## src/rtl/sdcd_pkg.sv

```systemverilog
// ----------------------------------------------------------------------------
// sdcd_pkg
// shared constants, types and helper functions of the sensor dump change
// detector
// ----------------------------------------------------------------------------
package sdcd_pkg;

  // number of sensor modules in one dump, two bytes each
  localparam int MODULES     = 5;
  localparam int DUMP_BYTES  = 2 * MODULES;
  localparam int POS_W       = (DUMP_BYTES > 1) ? $clog2(DUMP_BYTES) : 1;

  // fixed result field widths
  localparam int MOD_W       = 3;
  localparam int SNS_W       = 5;
  localparam int BIT_W       = 3;

  // job queue between front and back, depth a power of two so the
  // pointers wrap on their own
  localparam int QUEUE_DEPTH = 2;
  localparam int QPTR_W      = (QUEUE_DEPTH > 1) ? $clog2(QUEUE_DEPTH) : 1;
  localparam int QCNT_W      = $clog2(QUEUE_DEPTH + 1);

  typedef logic [POS_W-1:0] pos_t;
  typedef logic [MOD_W-1:0] mod_t;
  typedef logic [SNS_W-1:0] sns_t;
  typedef logic [BIT_W-1:0] bit_t;

  // one byte with at least one changed sensor
  typedef struct packed {
    mod_t       module_index;
    logic       high_half;
    logic [7:0] fresh;
    logic [7:0] diff;
  } job_t;

  // mirror the bit order of a byte
  function automatic logic [7:0] reverse8(input logic [7:0] v);
    logic [7:0] r;
    for (int i = 0; i < 8; i++) begin
      r[i] = v[7-i];
    end
    return r;
  endfunction

  // index of the lowest set bit, zero when none is set
  function automatic bit_t lowest_bit(input logic [7:0] v);
    bit_t idx;
    idx = '0;
    for (int i = 7; i >= 0; i--) begin
      if (v[i]) begin
        idx = bit_t'(i);
      end
    end
    return idx;
  endfunction

endpackage

```

## src/rtl/sdcd_front.sv

```systemverilog
// ----------------------------------------------------------------------------
// sdcd_front
// takes dump bytes, compares them with the stored dump and queues the
// bytes that changed
// ----------------------------------------------------------------------------
module sdcd_front (
  input  logic              clk,
  input  logic              rst_n,
  input  logic              in_push,
  input  logic [7:0]        in_rx_byte,
  output logic              in_full,
  output logic              q_push,
  output sdcd_pkg::job_t    q_job,
  input  logic              q_full
);

  sdcd_pkg::pos_t pos_r;
  sdcd_pkg::pos_t pos_nxt;
  logic [7:0]     prev_r [sdcd_pkg::DUMP_BYTES];
  logic [7:0]     fresh;
  logic [7:0]     diff;
  logic           accept;
  sdcd_pkg::pos_t mod_full;

  assign in_full = q_full;
  assign accept  = in_push && !q_full;
  assign fresh   = sdcd_pkg::reverse8(in_rx_byte);
  assign diff    = fresh ^ prev_r[pos_r];
  assign mod_full = pos_r >> 1;

  always_comb begin
    if (pos_r == sdcd_pkg::pos_t'(sdcd_pkg::DUMP_BYTES - 1)) begin
      pos_nxt = '0;
    end else begin
      pos_nxt = pos_r + 1'b1;
    end
  end

  // unchanged bytes produce no job
  assign q_push             = accept && (diff != 8'h00);
  assign q_job.module_index = sdcd_pkg::mod_t'(mod_full);
  assign q_job.high_half    = pos_r[0];
  assign q_job.fresh        = fresh;
  assign q_job.diff         = diff;

  always_ff @(posedge clk) begin
    if (!rst_n) begin
      pos_r <= '0;
      for (int i = 0; i < sdcd_pkg::DUMP_BYTES; i++) begin
        prev_r[i] <= 8'h00;
      end
    end else if (accept) begin
      pos_r         <= pos_nxt;
      prev_r[pos_r] <= fresh;
    end
  end

endmodule

```

## src/rtl/sdcd_queue.sv

```systemverilog
// ----------------------------------------------------------------------------
// sdcd_queue
// short job queue that decouples the front from the event sequencer
// ----------------------------------------------------------------------------
module sdcd_queue (
  input  logic           clk,
  input  logic           rst_n,
  input  logic           push,
  input  sdcd_pkg::job_t push_job,
  output logic           full,
  input  logic           pop,
  output sdcd_pkg::job_t head,
  output logic           empty
);

  sdcd_pkg::job_t              mem_r [sdcd_pkg::QUEUE_DEPTH];
  logic [sdcd_pkg::QPTR_W-1:0] wr_ptr_r;
  logic [sdcd_pkg::QPTR_W-1:0] rd_ptr_r;
  logic [sdcd_pkg::QCNT_W-1:0] count_r;
  logic [sdcd_pkg::QCNT_W-1:0] count_nxt;
  logic                        do_push;
  logic                        do_pop;

  assign full    = (count_r == sdcd_pkg::QCNT_W'(sdcd_pkg::QUEUE_DEPTH));
  assign empty   = (count_r == '0);
  assign do_push = push && !full;
  assign do_pop  = pop && !empty;
  assign head    = mem_r[rd_ptr_r];

  always_comb begin
    count_nxt = count_r;
    if (do_push && !do_pop) begin
      count_nxt = count_r + 1'b1;
    end else if (do_pop && !do_push) begin
      count_nxt = count_r - 1'b1;
    end
  end

  always_ff @(posedge clk) begin
    if (!rst_n) begin
      wr_ptr_r <= '0;
      rd_ptr_r <= '0;
      count_r  <= '0;
    end else begin
      count_r <= count_nxt;
      if (do_push) begin
        wr_ptr_r <= wr_ptr_r + 1'b1;
      end
      if (do_pop) begin
        rd_ptr_r <= rd_ptr_r + 1'b1;
      end
    end
  end

  always_ff @(posedge clk) begin
    if (do_push) begin
      mem_r[wr_ptr_r] <= push_job;
    end
  end

endmodule

```

## src/rtl/sdcd_back.sv

```systemverilog
// ----------------------------------------------------------------------------
// sdcd_back
// walks the changed bits of one job into a result register, one event per
// cycle while the register is free or being popped
// ----------------------------------------------------------------------------
module sdcd_back (
  input  logic                 clk,
  input  logic                 rst_n,
  input  logic                 q_empty,
  input  sdcd_pkg::job_t       q_head,
  output logic                 q_pop,
  output logic                 out_empty,
  input  logic                 out_pop,
  output sdcd_pkg::mod_t       out_module_index,
  output sdcd_pkg::sns_t       out_sensor_number,
  output logic                 out_now_on,
  output logic                 out_last_event
);

  logic           busy_r;
  logic           busy_nxt;
  sdcd_pkg::job_t job_r;
  logic [7:0]     rem_nxt;
  sdcd_pkg::bit_t sel;
  logic           slot_free;
  logic           emit;
  logic           out_valid_r;
  sdcd_pkg::mod_t mod_r;
  sdcd_pkg::sns_t sns_r;
  logic           on_r;
  logic           last_r;
  sdcd_pkg::sns_t sns_nxt;

  assign slot_free = !out_valid_r || out_pop;
  assign q_pop     = !busy_r && !q_empty;
  assign emit      = busy_r && slot_free;
  assign sel       = sdcd_pkg::lowest_bit(job_r.diff);
  assign rem_nxt   = job_r.diff & ~(8'h01 << sel);
  assign sns_nxt   = sdcd_pkg::sns_t'({job_r.high_half, sel}) + 1'b1;

  always_comb begin
    busy_nxt = busy_r;
    if (q_pop) begin
      busy_nxt = 1'b1;
    end else if (emit) begin
      busy_nxt = (rem_nxt != 8'h00);
    end
  end

  always_ff @(posedge clk) begin
    if (!rst_n) begin
      busy_r      <= 1'b0;
      out_valid_r <= 1'b0;
    end else begin
      busy_r <= busy_nxt;
      if (emit) begin
        out_valid_r <= 1'b1;
      end else if (out_pop) begin
        out_valid_r <= 1'b0;
      end
    end
  end

  always_ff @(posedge clk) begin
    if (q_pop) begin
      job_r <= q_head;
    end else if (emit) begin
      job_r.diff <= rem_nxt;
    end
    if (emit) begin
      mod_r  <= job_r.module_index;
      sns_r  <= sns_nxt;
      on_r   <= job_r.fresh[sel];
      last_r <= (rem_nxt == 8'h00);
    end
  end

  assign out_empty         = !out_valid_r;
  assign out_module_index  = mod_r;
  assign out_sensor_number = sns_r;
  assign out_now_on        = on_r;
  assign out_last_event    = last_r;

endmodule

```

## src/rtl/sensor_dump_change_detector_unit.sv

```systemverilog
// ----------------------------------------------------------------------------
// sensor_dump_change_detector_unit
// turns a repeating sensor dump into one event per sensor that changed
// ----------------------------------------------------------------------------
//
//   channel   handshake        payload
//   --------  ---------------  ---------------------------------------------
//   in        in_push/in_full  in_rx_byte
//   out       out_empty/out_pop out_module_index, out_sensor_number,
//                              out_now_on, out_last_event
//
// a byte is taken whenever the job queue is not full; the front compares it
// with the stored dump and queues it only if some bit changed
// the event sequencer then emits one event per changed bit and picks up the
// next queued byte only after the last event of the current byte
// in_full rises when the two-entry job queue is full; a held result stalls
// only the sequencer, the front keeps taking bytes until the queue fills
// synchronous reset clears the stored dump and the dump position and empties
// the queue and the result register
//
module sensor_dump_change_detector_unit (
  input  logic                 clk,
  input  logic                 rst_n,
  // dump bytes
  input  logic                 in_push,
  input  logic [7:0]           in_rx_byte,
  output logic                 in_full,
  // change events
  output logic                 out_empty,
  input  logic                 out_pop,
  output sdcd_pkg::mod_t       out_module_index,
  output sdcd_pkg::sns_t       out_sensor_number,
  output logic                 out_now_on,
  output logic                 out_last_event
);

  // front to queue
  logic           q_push;
  sdcd_pkg::job_t q_job;
  logic           q_full;
  // queue to sequencer
  logic           q_pop;
  sdcd_pkg::job_t q_head;
  logic           q_empty;

  // bit reversal, compare with stored dump, store update
  sdcd_front u_front (
    .clk        (clk),
    .rst_n      (rst_n),
    .in_push    (in_push),
    .in_rx_byte (in_rx_byte),
    .in_full    (in_full),
    .q_push     (q_push),
    .q_job      (q_job),
    .q_full     (q_full)
  );

  // bytes with changes wait here for the sequencer
  sdcd_queue u_queue (
    .clk      (clk),
    .rst_n    (rst_n),
    .push     (q_push),
    .push_job (q_job),
    .full     (q_full),
    .pop      (q_pop),
    .head     (q_head),
    .empty    (q_empty)
  );

  // one event per changed bit, lowest sensor first
  sdcd_back u_back (
    .clk               (clk),
    .rst_n             (rst_n),
    .q_empty           (q_empty),
    .q_head            (q_head),
    .q_pop             (q_pop),
    .out_empty         (out_empty),
    .out_pop           (out_pop),
    .out_module_index  (out_module_index),
    .out_sensor_number (out_sensor_number),
    .out_now_on        (out_now_on),
    .out_last_event    (out_last_event)
  );

endmodule
```

## config.mk

```make
export PLATFORM = sky130hd
export DESIGN_NAME = sensor_dump_change_detector_unit
export DESIGN_NICKNAME = d
export VERILOG_FILES = /design/src/rtl/sdcd_pkg.sv /design/src/rtl/sdcd_front.sv /design/src/rtl/sdcd_queue.sv /design/src/rtl/sdcd_back.sv /design/src/rtl/sensor_dump_change_detector_unit.sv
export SDC_FILE = /design/constraint.sdc
export NUM_CORES = 1
export LEC_CHECK = 0
export ABC_CLOCK_PERIOD_IN_PS = 3700
export BUFFER_PORTS_ARGS = -buffer_cell sky130_fd_sc_hd__buf_4
export CAP_MARGIN = 20
export CORE_UTILIZATION = 50
export DETAILED_ROUTE_END_ITERATION = 8
export PLACE_DENSITY = 0.69
export REMOVE_ABC_BUFFERS = 1
export SYNTH_ARGS = -nofsm -noshare
export SYNTH_HDL_FRONTEND = slang
export SYNTH_HIERARCHICAL = 1
export SYNTH_SLANG_ARGS = --single-unit
```

## constraint.sdc

```tcl
create_clock -name clk -period 3.7 [get_ports clk]
set_input_delay 0 -clock clk [delete_from_list [all_inputs] [get_ports clk]]
set_output_delay 0 -clock clk [all_outputs]
set_load 0.01 [all_outputs]
```

==> summary.txt <==
OUTCOME
--------------------------------------------------------------------------------------------
Status                                                                             completed

SETUP PATH
--------------------------------------------------------------------------------------------
Required @ worst endpoint                                                            4.14 ns
Critical path fanouts, max                                                                 6
Data arrival time of the critical path                                               4.03 ns
Worst setup path class                                                            reg -> reg
Worst setup SP type                                                                flip-flop
Crit. End Element                                                                  flip-flop

ROUTING
--------------------------------------------------------------------------------------------
Wire per inst                                                                        21.0 um
First-pass detailed-route iteration total                                                  5
Overall routed net length                                                            19.3 mm
Remaining DRCs                                                                             0
Antenna viol nets, final                                                                   0
Detail-routed via count per cell                                                        5.73
1st-iter DRT viols                                                                       457
Overall via count from detail_route                                                     5256

WORST HOLD PATH
--------------------------------------------------------------------------------------------
Tightest Hold Check Type                                                           in -> reg

CLOCKING
--------------------------------------------------------------------------------------------
Clock buffer depth                                                                         3
Worst-Skew Late Latency                                                              0.51 ns
Root buf cell                                                                      clkbuf_16
CTS tree                                                                               built
Num CTS Buffers                                                                           22
Clock-pin slew of the registers on the worst-case setup and hold paths               0.06 ns
Maximum level of the CTS H-tree                                                            1
Clock sinks                                                                              213

LOGIC SYNTHESIS
--------------------------------------------------------------------------------------------
Distinct cell type count of the synthesized netlist                                       63
Most frequent cell after synthesis                                                  edfxtp_1
Basic-gate share of the synthesized area counting and, or, nand and nor cells          10.9%
Top cell type by total area after synthesis                                         edfxtp_1
Cells after synthesis                                                                    619
Most area-consuming cells after synthesis                                       edfxtp_1, mux4_2, nor2_1
Yosys warning total                                                                        6
Seq/Total Area, Yosys                                                                  68.5%
Post-Synth XOR/XNOR Area                                                               1.15%
Fraction of registers with async set/reset                                                0%
EDFF count, synth                                                                        198
Mean Syn Cell Area                                                                14.7 sq um
Total of flip-flops plus latches after synthesis                                         213
Largest family of logic cells by synthesized area                               multiplexers
Post-synthesis cell area                                                        0.00912 sq mm
Leading cell types by count after synthesis                                     edfxtp_1, nor2_1, nand2_1, mux2_2
Post-synthesis mux area share                                                          11.7%
Share of the synthesized area in compound gates (AO/OA/AOI/OAI)                        3.98%
Flip-flop cell with the highest count after synthesis                               edfxtp_1
Share of the synthesized area in the top cell type                                     65.2%
Area share of fa/ha/maj cells after synthesis                                         0.823%

FINISH
--------------------------------------------------------------------------------------------
Fraction of final layout cells with drive strength greater than 1                      22.2%
Fin nets                                                                                 693
Antenna cells                                                                              0
Final Non-Filler Cells                                                                   917
Area added between synthesis and finish                                                14.7%

FLOORPLAN
--------------------------------------------------------------------------------------------
Starting utilization of the core area                                                  51.0%
Placeable core region                                                           0.0179 sq mm
Top-level I/O count                                                                       24
Site row count                                                                            49
Die span in y                                                                         137 um
Die X                                                                                 137 um
Overall die area                                                                0.0188 sq mm

TIMING
--------------------------------------------------------------------------------------------
Minimum clock period                                                                 3.59 ns
Relative max-transition margin                                                         36.3%
Worst Max-Slew Pin Slew                                                             0.954 ns
Share of the clock period used by the worst path                                       97.0%
Final-report setup violation count                                                         0
Final Hold Vio Count                                                                       0
Accumulated negative setup slack                                                        0 ns
Hold WS                                                                            0.0596 ns
Max-slew violations                                                                        0
Maximum clock frequency                                                              279 MHz
Minimum setup slack in the final design                                             0.112 ns
Post-Route Skew                                                                    0.0195 ns

POWER AND IR DROP
--------------------------------------------------------------------------------------------
Maximum vdd ir drop                                                                   466 uV
Power per standard cell area                                                     649 mW/mm^2
Leakage                                                                              3.66 nW
Total Power Consumption                                                              6.79 mW

PLACED DESIGN
--------------------------------------------------------------------------------------------
Total half-perimeter wirelength after legalization and detailed placement            12.8 mm
Pre-CTS setup slack                                                               -0.0295 ns
Placer congestion estimate                                                             0.865
Total instance count after detailed placement                                            864
Port Buf Inserts                                                                          23

GLOBAL ROUTE
--------------------------------------------------------------------------------------------
Sum of overflow across all layers after global routing                                     0
Wire length of the first global-routing pass                                         29.0 mm
Vias in the first global route                                                          5210
Maximum number of pins on one net before global-route repair                              30
GRT Resource Usage Total                                                               21.1%
Number of antenna violations at the first check in global routing                          0

RUN
--------------------------------------------------------------------------------------------
Max capacitance violation total                                                            0

==> logic make-up (layout without fill, tap and decap cells) <==
logic type               count (synthesis)  after routing
adder cells (fa/ha/maj)                  6              6
buffers and inverters                   54            123
multiplexers                            71             71
XOR/XNOR                                12             12
AND/OR/NAND/NOR                        212            212
AO/OA/AOI/OAI                           51             51
flip-flops                             213            213
==> per-layer routing <==
layer	global-route usage (%)	part of all wire (%)
met1	28.1	41
met2	34.7	49
met3	4.00	6.4
met4	7.69	2.9
met5	0	0
==> registers in the layout (all words and copies together) (netlist names), named ones only <==
name	count
u_back/out_last_event	1
u_front/pos_r	4
u_back/busy_r	1
u_front/prev_r	128
u_back/out_module_index	3
u_back/out_now_on	1
u_queue/mem_r	40
u_back/out_valid_r	1
u_queue/wr_ptr_r	1
u_back/out_sensor_number	5
u_queue/count_r	2
u_back/job_r	20
u_queue/rd_ptr_r	1
==> layout make-up <==
class / instances / area [sq um]
Inverter: 21 / 78.8
Sequential cell: 213 / 6250
Clock inverter: 12 / 68.8
Multi-Input combinational cell: 352 / 2620
Clock buffer: 25 / 562
Timing Repair Buffer: 65 / 596
Tap cell: 229 / 287
Fill cell: 1367 / 7440
==> power breakdown <==
part	leakage [nW]	total, mW	internal (mW)	switching [mW]
sequential	2.05	3.32	3.11	0.212
clock	0.311	1.95	1.09	0.862
combinational	1.30	1.52	0.702	0.819
total	3.66	6.79	4.90	1.89
==> critical path, cell delays in order (launching register included) <==
cell and delay, ns:
dfxtp_4 0.38, buf_12 0.14, buf_12 0.10, mux4_2 0.49, or3_1 0.36, nand4_1 0.12
nor3_2 0.06, or4_1 0.55, o41a_1 0.44, inv_2 0.09, nor2_2 0.04, ha_2 0.16
xor2_1 0.14, or3_1 0.31, a21boi_1 0.12
==> cells in the final DEF, fill, tap and decap left out, types with 5 or more instances in the layout <==
cell type and count:
a21oi_1 9, nor3_1 6, edfxtp_1 198, mux4_2 22, nand2b_1 6, and2_1 5
o21ai_0 11, clkinv_2 6, mux2_2 28, buf_4 49, dfxtp_1 13, nand4_1 6
nor2b_1 11, nand2_1 51, mux2i_1 17, xor2_1 8, ha_1 5, dlygate4sd3_1 11
nand3_1 9, clkbuf_16 23, inv_1 18, clkinv_1 5, nor2_1 87
==> timing repair <==
action / CTS / global route
resized for setup: 2 / 14
setup endpoints to repair: 1 / 1
gates cloned: 1 / 1
hold buffers: 11 / 0
endpoints found under the hold margin: 39 / 0
buffers inserted: 0 / 3
pin swaps: 0 / 6
==> path summary, 6_finish.rpt <==
path	startpoint	end	slack [ns]	depth (start not counted)
worst max-delay path	flip-flop	u_queue/count_r[1]$_SDFFE_PN0P_	0.11	14
worst min-delay path	in_push	flip-flop	0.06	5
worst max register to register	flip-flop	u_queue/count_r[1]$_SDFFE_PN0P_	0.11	14
worst min register to register	u_back/job_r[19]$_DFFE_PP_	u_back/out_module_index[2]$_DFFE_PP_	0.42	0
==> through the flow <==
stage	util [%]	area, sq um
after floorplan	-	8930
after global routing	58.4	10500
after detailed placement	53.7	9610
final	58.4	10500
after global placement	53.7	9610
after CTS	58.0	10400
(Power assumes the default switching activity.)
